$ cat config.mk
export PLATFORM = sky130hd
export DESIGN_NAME = url_percent_decode_utf8_repair_top
export DESIGN_NICKNAME = d
export VERILOG_FILES = /design/src/rtl/upd_pkg.sv /design/src/rtl/upd_front.sv /design/src/rtl/upd_queue.sv /design/src/rtl/upd_back.sv /design/src/rtl/url_percent_decode_utf8_repair_top.sv
export SDC_FILE = /design/constraint.sdc
export NUM_CORES = 1
export LEC_CHECK = 0
export ABC_CLOCK_PERIOD_IN_PS = 7900
export BUFFER_PORTS_ARGS = -buffer_cell sky130_fd_sc_hd__buf_2
export CAP_MARGIN = 10
export CORE_MARGIN = 2
export CORE_UTILIZATION = 60
export CTS_CLUSTER_DIAMETER = 40
export DETAILED_ROUTE_END_ITERATION = 8
export PLACE_DENSITY_LB_ADDON = 0.3
export SLEW_MARGIN = 20
export SYNTH_ARGS = -nofsm -noshare
export SYNTH_HDL_FRONTEND = slang
export SYNTH_SLANG_ARGS = --single-unit
$ cat constraint.sdc
create_clock -name i_clk -period 7.9 [get_ports i_clk]
set_clock_uncertainty 0.1 [all_clocks]
set_input_delay 0.79 -clock i_clk [delete_from_list [all_inputs] [get_ports i_clk]]
set_output_delay 0.79 -clock i_clk [all_outputs]
set_load 0.02 [all_outputs]
$ cat src/rtl/upd_pkg.sv
// ----------------------------------------------------------------------------
// upd_pkg: shared types and helpers for the URL percent decoder
// Holds character codes, the front-to-back command word and the small
// classification functions for hex digits and UTF-8 lead bytes.
// ----------------------------------------------------------------------------
`default_nettype none

package upd_pkg;

    localparam logic [7:0] CH_PCT = 8'h25;  // '%'
    localparam logic [7:0] CH_0   = 8'h30;  // '0'
    localparam logic [7:0] CH_9   = 8'h39;  // '9'
    localparam logic [7:0] CH_UA  = 8'h41;  // 'A'
    localparam logic [7:0] CH_UF  = 8'h46;  // 'F'
    localparam logic [7:0] CH_LA  = 8'h61;  // 'a'
    localparam logic [7:0] CH_LF  = 8'h66;  // 'f'
    localparam logic [7:0] HEX_TEN = 8'd10;

    // depth of the queue between decoder and UTF-8 checker
    localparam int Q_DEPTH = 2;

    // one decoded step handed from the front to the back
    typedef struct packed {
        logic       has_byte;
        logic [7:0] data;
        logic       last;
    } t_cmd;

    // {valid, value}
    function automatic logic [4:0] hex_value(input logic [7:0] c);
        logic [7:0] v;
        begin
            v = 8'd0;
            if (c inside {[CH_0:CH_9]}) begin
                v = c - CH_0;
                return {1'b1, v[3:0]};
            end
            if (c inside {[CH_UA:CH_UF]}) begin
                v = c - CH_UA + HEX_TEN;
                return {1'b1, v[3:0]};
            end
            if (c inside {[CH_LA:CH_LF]}) begin
                v = c - CH_LA + HEX_TEN;
                return {1'b1, v[3:0]};
            end
            return 5'd0;
        end
    endfunction

    // sequence length for a lead byte, zero when it cannot start one
    function automatic logic [2:0] lead_length(input logic [7:0] c, input logic four_ok);
        begin
            if (c inside {[8'hC0:8'hDF]}) return 3'd2;
            if (c inside {[8'hE0:8'hEF]}) return 3'd3;
            if ((c inside {[8'hF0:8'hF7]}) && four_ok) return 3'd4;
            return 3'd0;
        end
    endfunction

endpackage

`default_nettype wire

$ cat src/rtl/upd_front.sv
// ----------------------------------------------------------------------------
// upd_front: percent-escape decoder
// Turns raw bytes into decoded bytes, tracks the stop condition and emits
// one command per accepted byte that yields data or ends the string.
// ----------------------------------------------------------------------------
`default_nettype none

module upd_front
    import upd_pkg::*;
(
    input  wire logic       i_clk,
    input  wire logic       i_rst_n,
    input  wire logic       i_accept,
    input  wire logic [7:0] i_in_byte,
    input  wire logic       i_end_of_input,
    output logic            o_push,
    output t_cmd            o_cmd
);

    typedef enum logic [2:0] {
        PH_NORMAL = 3'b001,
        PH_HIGH   = 3'b010,
        PH_LOW    = 3'b100
    } t_phase;

    t_phase     r_phase, n_phase;
    logic [3:0] r_high, n_high;
    logic       r_stopped, n_stopped;

    logic [4:0] hx;
    logic       have_v;
    logic [7:0] have;

    always_comb begin
        n_phase   = r_phase;
        n_high    = r_high;
        n_stopped = r_stopped;
        have_v    = 1'b0;
        have      = i_in_byte;
        hx        = hex_value(i_in_byte);
        if (!r_stopped) begin
            case (r_phase)
                PH_NORMAL: begin
                    if (i_in_byte == CH_PCT) begin
                        n_phase = PH_HIGH;
                    end else begin
                        have_v = 1'b1;
                    end
                end
                PH_HIGH: begin
                    if (!hx[4]) begin
                        n_stopped = 1'b1;
                    end else begin
                        n_high  = hx[3:0];
                        n_phase = PH_LOW;
                    end
                end
                PH_LOW: begin
                    if (!hx[4]) begin
                        n_stopped = 1'b1;
                    end else begin
                        have    = {r_high, hx[3:0]};
                        have_v  = 1'b1;
                        n_phase = PH_NORMAL;
                    end
                end
                default: begin
                    n_phase = PH_NORMAL;
                end
            endcase
            // a zero byte ends the output
            if (have_v && (have == 8'd0)) begin
                have_v    = 1'b0;
                n_stopped = 1'b1;
            end
        end
        if (i_end_of_input) begin
            n_phase   = PH_NORMAL;
            n_high    = 4'd0;
            n_stopped = 1'b0;
        end
    end

    assign o_push        = i_accept && (have_v || i_end_of_input);
    assign o_cmd         = '{has_byte: have_v, data: have, last: i_end_of_input};

    always_ff @(posedge i_clk) begin
        if (!i_rst_n) begin
            r_phase   <= PH_NORMAL;
            r_high    <= 4'd0;
            r_stopped <= 1'b0;
        end else if (i_accept) begin
            r_phase   <= n_phase;
            r_high    <= n_high;
            r_stopped <= n_stopped;
        end
    end

endmodule

`default_nettype wire

$ cat src/rtl/upd_queue.sv
// ----------------------------------------------------------------------------
// upd_queue: short command queue
// Decouples the escape decoder from the UTF-8 checker.
// ----------------------------------------------------------------------------
`default_nettype none

module upd_queue
    import upd_pkg::*;
(
    input  wire logic i_clk,
    input  wire logic i_rst_n,
    input  wire logic i_push,
    input  wire t_cmd i_cmd,
    input  wire logic i_pop,
    output logic      o_full,
    output logic      o_empty,
    output t_cmd      o_head
);

    localparam int AW = (Q_DEPTH > 1) ? $clog2(Q_DEPTH) : 1;
    localparam int CW = $clog2(Q_DEPTH + 1);
    localparam logic [AW-1:0] LAST_IDX = AW'(Q_DEPTH - 1);
    localparam logic [CW-1:0] FULL_CNT = CW'(Q_DEPTH);

    t_cmd          r_slot [Q_DEPTH];
    logic [AW-1:0] r_wptr, r_rptr;
    logic [CW-1:0] r_cnt;

    logic do_push, do_pop;

    assign o_full  = (r_cnt == FULL_CNT);
    assign o_empty = (r_cnt == '0);
    assign o_head  = r_slot[r_rptr];
    assign do_push = i_push && !o_full;
    assign do_pop  = i_pop && !o_empty;

    always_ff @(posedge i_clk) begin
        if (do_push) begin
            r_slot[r_wptr] <= i_cmd;
        end
    end

    always_ff @(posedge i_clk) begin
        if (!i_rst_n) begin
            r_wptr <= '0;
            r_rptr <= '0;
            r_cnt  <= '0;
        end else begin
            if (do_push) begin
                r_wptr <= (r_wptr == LAST_IDX) ? '0 : r_wptr + 1'b1;
            end
            if (do_pop) begin
                r_rptr <= (r_rptr == LAST_IDX) ? '0 : r_rptr + 1'b1;
            end
            if (do_push && !do_pop) begin
                r_cnt <= r_cnt + 1'b1;
            end else if (do_pop && !do_push) begin
                r_cnt <= r_cnt - 1'b1;
            end
        end
    end

endmodule

`default_nettype wire

$ cat src/rtl/upd_back.sv
// ----------------------------------------------------------------------------
// upd_back: UTF-8 checker and Latin-1 repair
// Scans decoded bytes one step a cycle unless output waits, holds lead and
// continuation bytes, drains emitted bytes one a cycle into a free result reg.
// ----------------------------------------------------------------------------
`default_nettype none

module upd_back
    import upd_pkg::*;
#(
    parameter int MAX_SEQ_BYTES = 4
) (
    input  wire logic  i_clk,
    input  wire logic  i_rst_n,
    input  wire logic  i_q_empty,
    input  wire t_cmd  i_q_head,
    output logic       o_q_pop,
    input  wire logic  i_pop,
    output logic       o_empty,
    output logic [7:0] o_out_byte,
    output logic       o_byte_present,
    output logic       o_run_last,
    output logic       o_string_end
);

    localparam logic FOUR_OK = (MAX_SEQ_BYTES >= 4);

    // held sequence
    logic [7:0] r_pend [3];
    logic [7:0] n_pend [3];
    logic [1:0] r_pcnt, n_pcnt;
    // bytes still to scan
    logic [7:0] r_sb [3];
    logic [7:0] n_sb [3];
    logic [1:0] r_scnt, n_scnt;
    // bytes waiting to leave
    logic [7:0] r_ebuf [4];
    logic [7:0] n_ebuf [4];
    logic [2:0] r_ecnt, n_ecnt;
    // newest emitted byte, held until we know whether it ends the run
    logic [7:0] r_hold, n_hold;
    logic       r_hold_v, n_hold_v;
    logic       r_busy, n_busy;
    logic       r_flush, n_flush;
    // result register
    logic       r_out_v;
    logic [7:0] r_out_byte;
    logic       r_out_present, r_out_run_last, r_out_end;

    logic        out_can;
    logic        push_out;
    logic [7:0]  push_byte;
    logic        push_present, push_run_last, push_end;

    logic [7:0]  c;
    logic [2:0]  need;
    logic        is_cont;
    logic        seq_ok;
    logic        broken;
    logic        done;
    logic [1:0]  np;
    logic [2:0]  nsum;
    logic [10:0] v2;
    logic [15:0] v3;
    logic [20:0] v4;

    assign out_can = !r_out_v || i_pop;
    assign c       = r_sb[0];
    assign need    = lead_length(r_pend[0], FOUR_OK);
    assign is_cont = (c[7:6] == 2'b10);
    assign v2      = {r_pend[0][4:0], c[5:0]};
    assign v3      = {r_pend[0][3:0], r_pend[1][5:0], c[5:0]};
    assign v4      = {r_pend[0][2:0], r_pend[1][5:0], r_pend[2][5:0], c[5:0]};
    assign done    = r_busy && (r_ecnt == 3'd0) && (r_scnt == 2'd0)
                     && (!r_flush || (r_pcnt == 2'd0));

    always_comb begin
        case (need)
            3'd2:    seq_ok = (v2 >= 11'h080);
            3'd3:    seq_ok = (v3 >= 16'h0800);
            3'd4:    seq_ok = (v4 >= 21'h010000) && (v4 <= 21'h10FFFF);
            default: seq_ok = 1'b0;
        endcase
    end

    always_comb begin
        n_pend   = r_pend;
        n_pcnt   = r_pcnt;
        n_sb     = r_sb;
        n_scnt   = r_scnt;
        n_ebuf   = r_ebuf;
        n_ecnt   = r_ecnt;
        n_hold   = r_hold;
        n_hold_v = r_hold_v;
        n_busy   = r_busy;
        n_flush  = r_flush;
        o_q_pop  = 1'b0;
        push_out      = 1'b0;
        push_byte     = r_hold;
        push_present  = 1'b1;
        push_run_last = 1'b0;
        push_end      = 1'b0;
        broken   = 1'b0;
        np       = 2'd0;
        nsum     = 3'd0;

        if (r_ecnt != 3'd0) begin
            // drain one byte through the hold register
            if (!r_hold_v || out_can) begin
                push_out  = r_hold_v;
                n_hold    = r_ebuf[0];
                n_hold_v  = 1'b1;
                n_ebuf[0] = r_ebuf[1];
                n_ebuf[1] = r_ebuf[2];
                n_ebuf[2] = r_ebuf[3];
                n_ecnt    = r_ecnt - 3'd1;
            end
        end else if (done) begin
            // close the run: tag the last byte or send a bare end marker
            if (r_hold_v || r_flush) begin
                if (out_can) begin
                    push_out      = 1'b1;
                    push_byte     = r_hold_v ? r_hold : 8'd0;
                    push_present  = r_hold_v;
                    push_run_last = 1'b1;
                    push_end      = r_flush;
                    n_hold_v      = 1'b0;
                    n_busy        = 1'b0;
                end
            end else begin
                n_busy = 1'b0;
            end
        end else if (r_busy) begin
            if (r_pcnt == 2'd0) begin
                // fresh byte with nothing held
                n_sb[0] = r_sb[1];
                n_sb[1] = r_sb[2];
                n_scnt  = r_scnt - 2'd1;
                if (!c[7]) begin
                    n_ebuf[0] = c;
                    n_ecnt    = 3'd1;
                end else if (lead_length(c, FOUR_OK) != 3'd0) begin
                    n_pend[0] = c;
                    n_pcnt    = 2'd1;
                end else begin
                    n_ebuf[0] = {6'b110000, c[7:6]};
                    n_ebuf[1] = {2'b10, c[5:0]};
                    n_ecnt    = 3'd2;
                end
            end else begin
                if (r_scnt == 2'd0) begin
                    broken = 1'b1;
                end else if (is_cont) begin
                    if (({1'b0, r_pcnt} + 3'd1) >= need) begin
                        if (seq_ok) begin
                            // complete sequence: send it as is
                            n_ebuf[0] = r_pend[0];
                            n_ebuf[1] = r_pend[1];
                            n_ebuf[2] = r_pend[2];
                            n_ebuf[r_pcnt] = c;
                            n_ecnt    = {1'b0, r_pcnt} + 3'd1;
                            n_pcnt    = 2'd0;
                            n_sb[0]   = r_sb[1];
                            n_sb[1]   = r_sb[2];
                            n_scnt    = r_scnt - 2'd1;
                        end else begin
                            broken = 1'b1;
                        end
                    end else begin
                        if (r_pcnt == 2'd1) begin
                            n_pend[1] = c;
                        end else begin
                            n_pend[2] = c;
                        end
                        n_pcnt  = r_pcnt + 2'd1;
                        n_sb[0] = r_sb[1];
                        n_sb[1] = r_sb[2];
                        n_scnt  = r_scnt - 2'd1;
                    end
                end else begin
                    broken = 1'b1;
                end
                if (broken) begin
                    // lead as Latin-1, rescan the held tail ahead of the rest
                    n_ebuf[0] = {6'b110000, r_pend[0][7:6]};
                    n_ebuf[1] = {2'b10, r_pend[0][5:0]};
                    n_ecnt    = 3'd2;
                    n_pcnt    = 2'd0;
                    np        = r_pcnt - 2'd1;
                    case (np)
                        2'd1: begin
                            n_sb[0] = r_pend[1];
                            n_sb[1] = r_sb[0];
                            n_sb[2] = r_sb[1];
                        end
                        2'd2: begin
                            n_sb[0] = r_pend[1];
                            n_sb[1] = r_pend[2];
                            n_sb[2] = r_sb[0];
                        end
                        default: begin
                            n_sb = r_sb;
                        end
                    endcase
                    nsum   = {1'b0, np} + {1'b0, r_scnt};
                    n_scnt = (nsum > 3'd3) ? 2'd3 : nsum[1:0];
                end
            end
        end else if (!i_q_empty) begin
            // load the next command
            o_q_pop = 1'b1;
            n_sb[0] = i_q_head.data;
            n_scnt  = i_q_head.has_byte ? 2'd1 : 2'd0;
            n_flush = i_q_head.last;
            n_busy  = 1'b1;
        end
    end

    always_ff @(posedge i_clk) begin
        r_pend <= n_pend;
        r_sb   <= n_sb;
        r_ebuf <= n_ebuf;
        r_hold <= n_hold;
        if (push_out) begin
            r_out_byte     <= push_byte;
            r_out_present  <= push_present;
            r_out_run_last <= push_run_last;
            r_out_end      <= push_end;
        end
    end

    always_ff @(posedge i_clk) begin
        if (!i_rst_n) begin
            r_pcnt   <= 2'd0;
            r_scnt   <= 2'd0;
            r_ecnt   <= 3'd0;
            r_hold_v <= 1'b0;
            r_busy   <= 1'b0;
            r_flush  <= 1'b0;
            r_out_v  <= 1'b0;
        end else begin
            r_pcnt   <= n_pcnt;
            r_scnt   <= n_scnt;
            r_ecnt   <= n_ecnt;
            r_hold_v <= n_hold_v;
            r_busy   <= n_busy;
            r_flush  <= n_flush;
            if (push_out) begin
                r_out_v <= 1'b1;
            end else if (i_pop) begin
                r_out_v <= 1'b0;
            end
        end
    end

    assign o_empty        = !r_out_v;
    assign o_out_byte     = r_out_byte;
    assign o_byte_present = r_out_present;
    assign o_run_last     = r_out_run_last;
    assign o_string_end   = r_out_end;

endmodule

`default_nettype wire

$ cat src/rtl/url_percent_decode_utf8_repair_top.sv
// ----------------------------------------------------------------------------
// url_percent_decode_utf8_repair_top: URL unescaper with UTF-8 repair
// Decodes %XY escapes and repairs invalid UTF-8 by re-encoding it as Latin-1.
// Usage:
//   Input queue: drive i_in_byte / i_end_of_input and raise push; a word is
//   taken on a clock edge with push high and full low. The escape decoder
//   works in the same cycle and drops its result into a two-entry queue.
//   Result queue: while empty is low, o_out_byte and its flags show the
//   oldest result word; raise pop to take it.
//   Each input word yields zero or more result words; o_run_last marks the
//   last one of a word, o_string_end the last one of the string, and a word
//   with i_end_of_input always yields at least a bare end marker.
// Timing:
//   The checker loop runs one step a cycle while the output is not held
//   back, and sets the rate: it loads a word, takes its scan steps, emits
//   each byte and closes the run before it loads the next word. The queue
//   lets the decoder take new input words in the meantime.
// Reset: synchronous, active low; clears decoder state, checker counts and
//   flags, and both queues. If the receiver holds off pop, the result
//   register stays full, the checker stops, the queue fills, and full rises.
// ----------------------------------------------------------------------------
`default_nettype none

module url_percent_decode_utf8_repair_top
    import upd_pkg::*;
#(
    parameter int MAX_SEQ_BYTES = 4
) (
    input  wire logic       i_clk,
    input  wire logic       i_rst_n,
    input  wire logic       push,
    output logic            full,
    input  wire logic [7:0] i_in_byte,
    input  wire logic       i_end_of_input,
    output logic            empty,
    input  wire logic       pop,
    output logic [7:0]      o_out_byte,
    output logic            o_byte_present,
    output logic            o_run_last,
    output logic            o_string_end
);

    logic accept;
    logic q_push, q_pop, q_full, q_empty;
    t_cmd cmd, q_head;

    // take a word only when the queue has room
    assign accept = push && !q_full;
    assign full   = q_full;

    upd_front u_front (
        .i_clk          (i_clk),
        .i_rst_n        (i_rst_n),
        .i_accept       (accept),
        .i_in_byte      (i_in_byte),
        .i_end_of_input (i_end_of_input),
        .o_push         (q_push),
        .o_cmd          (cmd)
    );

    upd_queue u_queue (
        .i_clk   (i_clk),
        .i_rst_n (i_rst_n),
        .i_push  (q_push),
        .i_cmd   (cmd),
        .i_pop   (q_pop),
        .o_full  (q_full),
        .o_empty (q_empty),
        .o_head  (q_head)
    );

    upd_back #(
        .MAX_SEQ_BYTES (MAX_SEQ_BYTES)
    ) u_back (
        .i_clk          (i_clk),
        .i_rst_n        (i_rst_n),
        .i_q_empty      (q_empty),
        .i_q_head       (q_head),
        .o_q_pop        (q_pop),
        .i_pop          (pop),
        .o_empty        (empty),
        .o_out_byte     (o_out_byte),
        .o_byte_present (o_byte_present),
        .o_run_last     (o_run_last),
        .o_string_end   (o_string_end)
    );

endmodule

`default_nettype wire
# After elaboration in Yosys (flattened, before gate mapping)
# Memory sizes are Yosys's and may differ from the RTL's. A register that Yosys moved wholly into a read port is not among the register bits.
# Index checks and enable logic that the tools add are counted.
[word_totals]
ff_bits = 121
n_memories = 1
mem_bits_rw = 20
[memory_table]
columns = ["name", "depth", "width", "read_ports", "rd_clocked_by_memory_dff", "write_ports", "line_no", "text"]
rows = [
  ["u_queue.r_slot", 2, 10, 1, 1, 1, "upd_queue.sv:25", "t_cmd r_slot [Q_DEPTH];"],
]
[classes]
muxes = 178
reduce_logical = 76
n_lt_le_gt_ge = 26
n_addsub = 15
bitwise = 11
eq_ne = 35
[op_table]
columns = ["op", "count"]
rows = [
  ["32-bit two-way mux", 6],
  ["16-bit two-way mux", 9],
  ["8-bit two-way mux", 14],
  ["3-bit two-way mux", 34],
  ["1-bit two-way mux", 77],
  ["24-bit two-way mux", 3],
  ["8-bit greater-or-equal comparator, second input constant", 6],
  ["8-bit <= comparator, second input constant", 6],
  ["24-bit one-hot mux with 2 select lines", 1],
  ["8-bit AND reduction", 6],
  ["2-bit two-way mux", 19],
  ["32-bit bitwise mux", 1],
  ["5-bit two-way mux", 6],
  ["2-bit nonzero test", 12],
  ["21-bit by 17-bit greater-or-equal comparator with 1-bit output, second input constant", 1],
  ["21-bit <= comparator, second input constant", 1],
  ["1-bit logical AND", 21],
  ["3-bit by 2-bit inequality test with 1-bit output, second input constant", 6],
  ["6-bit AND reduction", 3],
  ["8-bit demux with 2-bit select", 1],
  ["16-bit by 12-bit greater-or-equal comparator with 1-bit output, second input constant", 1],
  ["8-bit by 7-bit greater-or-equal comparator with 1-bit output, second input constant", 2],
  ["8-bit by 7-bit <= comparator with 1-bit output, second input constant", 2],
  ["4-bit two-way mux", 4],
  ["other kinds (47)", 99],
]

# Depth between registers and ports, before layout
[logic_depth]
word_depth = 36
depth_mapped = 12

# Cells and area by module
# Synthesis repeated with hierarchy kept, for this count alone.
[unflattened]
cells_unflattened = 583
hier_area_um2 = 6931.6
[by_module_without_submodules]
columns = ["module", "area_each_um2", "cells_each", "instances"]
rows = [
  ["upd_back", 5133.7, 423, 1],
  ["upd_queue", 945.9, 57, 1],
  ["upd_front", 838.3, 102, 1],
  ["url_percent_decode_utf8_repair_top", 13.8, 1, 1],
]

# Worst setup path after synthesis
# OpenSTA, ideal clock, no wires.
[synth_timing]
kind = "in2reg"
start = "input port i_in_byte[0]"
end = "register u_queue.r_cnt[1]"
slack_ns = 4.493
t_arrival_ns = 3.235
t_required_ns = 7.727
stages = 11
setup_ns = 0.073
path_cell_list = "inv_1 > ha_1 > o21bai_4 > a21o_4 > mux2_4 > a2111o_1 > a211oi_2 > a221oi_2 > ha_1 > or3_1 > a21oi_1"
[synth_between]
elab_chain_len = 21
[synth_rtl]
columns = ["element", "line_no", "text"]
rows = [
  ["start, declared", "url_percent_decode_utf8_repair_top.sv:33", "input wire logic [7:0] i_in_byte,"],
  ["parallel branches: the longest is 13 deep, another holds 4-bit by 1-bit subtractor with 4-bit output", "-", ""],
  ["1-bit two-way mux (*)", "upd_front.sv:72", "if (have_v && (have == 8'd0)) begin"],
  ["1-bit two-way mux (*)", "upd_front.sv:41", "if (!r_stopped) begin"],
  ["1-bit logical OR (*)", "upd_front.sv:84", "assign o_push = i_accept && (have_v || i_end_of_input);"],
  ["1-bit logical AND (*)", "upd_front.sv:84", ""],
  ["1-bit logical AND (*)", "upd_queue.sv:34", "assign do_push = i_push && !o_full;"],
  ["via u_queue.do_push", "upd_queue.sv:29", "logic do_push, do_pop;"],
  ["1-bit zero test", "upd_queue.sv:57", "end else if (do_pop && !do_push) begin"],
  ["1-bit logical AND", "upd_queue.sv:57", ""],
  ["2-bit nonzero test (no source line)", "-", ""],
  ["end signal, assigned", "upd_queue.sv:56", "r_cnt <= r_cnt + 1'b1;"],
  ["end signal, assigned", "upd_queue.sv:58", "r_cnt <= r_cnt - 1'b1;"],
  ["end, declared", "upd_queue.sv:27", "logic [CW-1:0] r_cnt;"],
]
# Mark *: on every way through the listed nets, which the timed path passes. The select of a mux whose other input is x is not followed.
# A chain may end at the register's enable or synchronous reset.

# Worst setup path in the final report
[layout_timing]
start = "register u_back.r_pcnt[0]"
end = "register u_back.r_sb (netlist bit u_back.c[5]), enable pin"
[layout_between]
elab_chain_len = 11
[layout_rtl]
columns = ["element", "line_no", "text"]
rows = [
  ["start, declared", "upd_back.sv:31", "logic [1:0] r_pcnt, n_pcnt;"],
  ["start signal, assigned", "upd_back.sv:242", "r_pcnt <= n_pcnt;"],
  ["2-bit by 1-bit adder with 3-bit output", "upd_back.sv:154", "if (({1'b0, r_pcnt} + 3'd1) >= need) begin"],
  ["3-bit greater-or-equal comparator", "upd_back.sv:154", ""],
  ["1-bit two-way mux", "upd_back.sv:154", ""],
  ["1-bit two-way mux", "upd_back.sv:153", "end else if (is_cont) begin"],
  ["1-bit two-way mux", "upd_back.sv:151", "if (r_scnt == 2'd0) begin"],
  ["1-bit two-way mux", "upd_back.sv:134", "if (r_pcnt == 2'd0) begin"],
  ["1-bit two-way mux", "upd_back.sv:133", "end else if (r_busy) begin"],
  ["1-bit two-way mux", "upd_back.sv:118", "end else if (done) begin"],
  ["1-bit two-way mux", "upd_back.sv:107", "if (r_ecnt != 3'd0) begin"],
  ["5-bit inequality test (no source line) or 4-bit inequality test (tied branches)", "-", ""],
  ["7-bit AND reduction (no source line) (*)", "-", ""],
  ["end signal, assigned", "upd_back.sv:221", "r_sb <= n_sb;"],
  ["end, declared", "upd_back.sv:33", "logic [7:0] r_sb [3];"],
]
# Every way passes the cells marked *; elsewhere a longest branch is shown, timed or not. The select of a mux whose other input is x is not followed.

==> results.txt <==
- For this run, the leading register cell type out of synthesis is sky130_fd_sc_hd__edfxtp_1.
- Of the total power, the share spent switching nets is 0.337.
- Worst path required time: 7.84 ns
- Ranked by instance count, the synthesized netlist is headed by sky130_fd_sc_hd__edfxtp_1, sky130_fd_sc_hd__nand2_1, sky130_fd_sc_hd__nor2_1.
- Total power divided by cell area: about 340 nW/um2
- Number of buffer cells added on primary ports: 25
* Switching Power: 0.000889 W
- Clock network latency to the later pin of the worst-skew pair: between 0.4 and 0.5 ns
* Post-detailed-placement half-perimeter wirelength: 10,800 um
- For met1 alone, demand over resource in global routing was 0.345.
- The number of antenna violations at the first check in global routing is 0.
- Setup slack on the worst reg-to-reg path comes out at approximately 4 ns.
- TritonCTS built the clock tree.
- Fill count: 809
- Max-cap violations: 0
* Area taken by flip-flops and latches: 4020 um2
- The first routing iteration left between 400 and 500 violations.
* Number of different library cells in the post-synthesis netlist: 66
* Setup slack after placement: roughly 4 ns
- WP data arrival: 3.85 ns
- Peak supply drop: 0.000296 V
* Total via count after detailed routing: 4,799
* Global route hottest layer: met2
* GRT overflow: 0
- Portion of the post-synthesis area used by sequential elements: 0.582
* FFs w/ async S/R, synth: 0
- Proportion of netlist area held by the largest area contributor: 0.512
* Logic pwr share: 0.232
- Internal portion of total power: 0.00175 W
- sky130_fd_sc_hd__edfxtp_1 takes more of the synthesized area than any other cell.
* Min-delay src: u_back.r_ebuf[29]$_DFFE_PP_
- Synthesized net count: between 600 and 700
- Sorting the synthesized cells by area gives the leading types as sky130_fd_sc_hd__edfxtp_1, sky130_fd_sc_hd__dfxtp_1, sky130_fd_sc_hd__mux2i_1.
- In this run the clock root is driven by a sky130_fd_sc_hd__clkbuf_16.
- Vias in the first global route: roughly 4,700
- In the synthesized netlist, the number of instances is 600.
- Longest Clk Path Bufs: 2
- The die is 111 um wide.
- CP delay by family, top: compound AO/OA/AOI/OAI gates
- Dominant cell by count in the synthesized netlist: sky130_fd_sc_hd__edfxtp_1
- STA classifies the critical path endpoint as a flip-flop.
- Actual slew at the worst max-slew pin: 1.07 ns
- The min-delay analysis places its worst path in the category reg -> reg.
- Slew headroom: 0.284
- The initial utilization of the core area, before any placement, comes to 0.611.
* Die Ht: 111 um
- Setup TNS after final layout: 0 ns
* Capturing point of the worst reg2reg path: u_back.c[5]$_DFFE_PP_
* Area taken by multi-input logic gates: 2690 um2
- Hold repair after CTS inserted 0 buffers.
- Of the available clock period, the critical path in the final layout requires 0.495.
* Setup repair after global routing missed its margin: false
- Met3 Track Usage GR: 0.0582
- For met2 alone, demand over resource in global routing was 0.407.
* Area growth from synthesis to layout: 11.0%
* Hold Violations, Final: 0
* Number of warnings reported in the yosys synthesis log: 0
- Once layout is complete, the utilization of the core stands at 0.678.
- Wire per inst: about 20 um
* Crit path largest cell delay: 0.90 ns
- Counting every sink on the clock net gives between 100 and 150.
* Ratio of routed vias to standard cells: 6.19
- The floorplan step defined a die boundary enclosing 12,400 um2.
- Post-detailed-routing wire length: approximately 15,000 um
- Counting flops with a built-in enable in the synthesized netlist gives 118.
- Minimum hold slack: between 0.3 and 0.4 ns
* H-tree depth reported by CTS: 4
- Ports placed on the boundary: 26
- Largest fanout on the critical path: 28
* Crit-path slowest cell: sky130_fd_sc_hd__ha_1
- Setup violations remaining at the end of the flow were counted as 0.
* Status: finished clean
- Highest clock rate: 256 MHz
- Global-route wire length before repair: 24,500 um
- Sequential cell fraction of total power: 0.487
- For this run, the post-layout net count is 649.
* Crit path top cell by count: sky130_fd_sc_hd__ha_1
* Synthesized area: roughly 7000 um2
* Final worst setup slack: between 3 and 4 ns
- For the worst flop-to-flop path, the logic depth is 6.
- The critical path is of the reg -> reg type.
* Iteration count of the initial detailed-routing pass: 6
- Clock transition at the registers of the reported paths: 0.06 ns
- Summed over all cells, the static leakage comes to 2.64 nW.
* Clock network fraction of total power: 0.281
- Detailed-route DRC error count: 0
* Crit path cell chain: ha_1 > ha_1 > a21o_1 > a21oi_1 > nor2_4 > a31oi_1
- Floorplan core area: 11,300 um2
- The path with the worst hold slack has its endpoint at u_back.r_hold[5]$_DFFE_PP_.
- A synthesized cell averages 11.5 um2.
- The count of nets left with antenna violations once routing finished came out at 0.
- Hold Path Stages: 0
* Max Slew Vio Count: 0
* Shortest period the worst path allows: 3.91 ns
- Post-layout total power: 0.00264 W
- Number of antenna diodes: 0
* Buffers and inverters on the worst path: 0
* Number of storage elements in the synthesis netlist: 142
- TritonCTS created 17 clock buffers.
* R2r startpoint: u_back.r_pcnt[0]$_SDFFE_PN0P_
- Of the cells placed in the final design, the portion with a size suffix greater than 1 is 0.125.
* # rows: 39
- Across every metal layer, demand over resource in global routing totals 0.253.
- Element type at the critical path start: flip-flop
- After clock tree synthesis, the setup repair step added 0 buffers.
* Routability Congestion: between 0.9 and 1
* Largest net degree at the start of global routing: 30
- Gates resized during post-CTS repair numbered 0.
==> kinds of logic (layout without fill, tap and decap cells) <==
logic type      after synthesis  after routing  synth area share
simple gates                184            184             0.131
mux                          49             49            0.0737
compound gates              148            148             0.142
xor+xnor                      8              8            0.0101
fa+ha+maj                    17             17            0.0318
flops                       142            142             0.582
buf+inv                      52             84            0.0295
==> state kept, by name, indices dropped and copies added (netlist names), 3 cells and up, named ones only <==
signal / cells
u_back.c: 8
u_back.o_out_byte: 8
u_back.r_ebuf: 24
u_back.r_ecnt: 3
u_back.r_hold: 8
u_back.r_pend: 23
u_back.r_sb: 16
u_front.r_high: 4
u_front.r_phase: 3
u_queue.r_slot: 20
==> layout by cell type (no fill, tap or decap), types with 6 or more instances in the layout <==
cell and n:
sky130_fd_sc_hd__nor4_1 6, sky130_fd_sc_hd__nor2b_1 20, sky130_fd_sc_hd__nor2_1 51, sky130_fd_sc_hd__nand2b_1 13, sky130_fd_sc_hd__edfxtp_1 118, sky130_fd_sc_hd__nor3_1 7
sky130_fd_sc_hd__a211oi_1 11, sky130_fd_sc_hd__buf_2 25, sky130_fd_sc_hd__ha_1 16, sky130_fd_sc_hd__a31oi_1 6, sky130_fd_sc_hd__o21ai_1 13, sky130_fd_sc_hd__mux2_2 11
sky130_fd_sc_hd__a21oi_1 35, sky130_fd_sc_hd__nand2_1 53, sky130_fd_sc_hd__clkbuf_16 17, sky130_fd_sc_hd__dfxtp_1 24, sky130_fd_sc_hd__o21ai_0 33, sky130_fd_sc_hd__nand3_1 13
sky130_fd_sc_hd__mux2i_1 37, sky130_fd_sc_hd__inv_1 24
==> how the worst max path moves through the flow <==
stage | start | to | slack [ns] | cells after the start
final | u_back.r_pcnt[0]$_SDFFE_PN0P_ | u_back.c[5]$_DFFE_PP_ | 3.99 | 6
after global routing | u_back.r_pcnt[0]$_SDFFE_PN0P_ | u_back.c[5]$_DFFE_PP_ | 3.81 | 6
after CTS | u_back.r_pcnt[0]$_SDFFE_PN0P_ | u_back.c[5]$_DFFE_PP_ | 4.02 | 6
after detailed placement | i_in_byte[0] | u_queue.r_slot[0][3]$_DFFE_PP_ | 3.94 | 10
after global placement | i_in_byte[7] | u_queue.r_slot[0][3]$_DFFE_PP_ | 4.05 | 8
after floorplan | i_in_byte[0] | u_queue.r_cnt[1]$_SDFFE_PN0P_ | 4.49 | 11
==> per-layer routing <==
metal | share of wire | vias to the layer above | routed length [um]
met5 | 0 | - | 0
met4 | 0.022 | 0 | 332
met3 | 0.063 | 42 | 942
met2 | 0.49 | 195 | 7330
met1 | 0.43 | 2293 | 6470
li1 | - | 2269 | -
==> stage by stage <==
step / area, um2 / cells
4_1_cts: 7670 / 775
3_5_place_dp: 7130 / 743
3_3_place_gp: 7120 / 743
2_1_floorplan: 6910 / 600
5_1_grt: 7670 / 775
6_report: 7670 / 775
==> worst reg2reg max path: stages, from the launching register on <==
cell and delay (ns):
sky130_fd_sc_hd__dfxtp_1 0.45, sky130_fd_sc_hd__ha_1 0.90, sky130_fd_sc_hd__ha_1 0.40, sky130_fd_sc_hd__a21o_1 0.22
sky130_fd_sc_hd__a21oi_1 0.44, sky130_fd_sc_hd__nor2_4 0.26, sky130_fd_sc_hd__a31oi_1 0.77
==> power by group through the flow <==
| stage | clock network, W | registers (W) | logic, W |
|---|---|---|---|
| floorplan | 0 | 0.00122 | 0.000458 |
| global placement | 0 | 0.00128 | 0.000585 |
| detailed placement | 0 | 0.00130 | 0.000610 |
| CTS | 0.000748 | 0.00128 | 0.000614 |
| global route | 0.000780 | 0.00131 | 0.000686 |
| finish | 0.000740 | 0.00129 | 0.000611 |
==> layout make-up <==
class	instances	share of cell area
Multi-Input combinational cell	406	0.351
Inverter	25	0.0122
Timing Repair Buffer	27	0.0183
Clock inverter	13	0.0147
Clock buffer	19	0.0564
Sequential cell	142	0.524
Tap cell	143	0.0233
No activity file was read; power rests on OpenSTA's default activity.
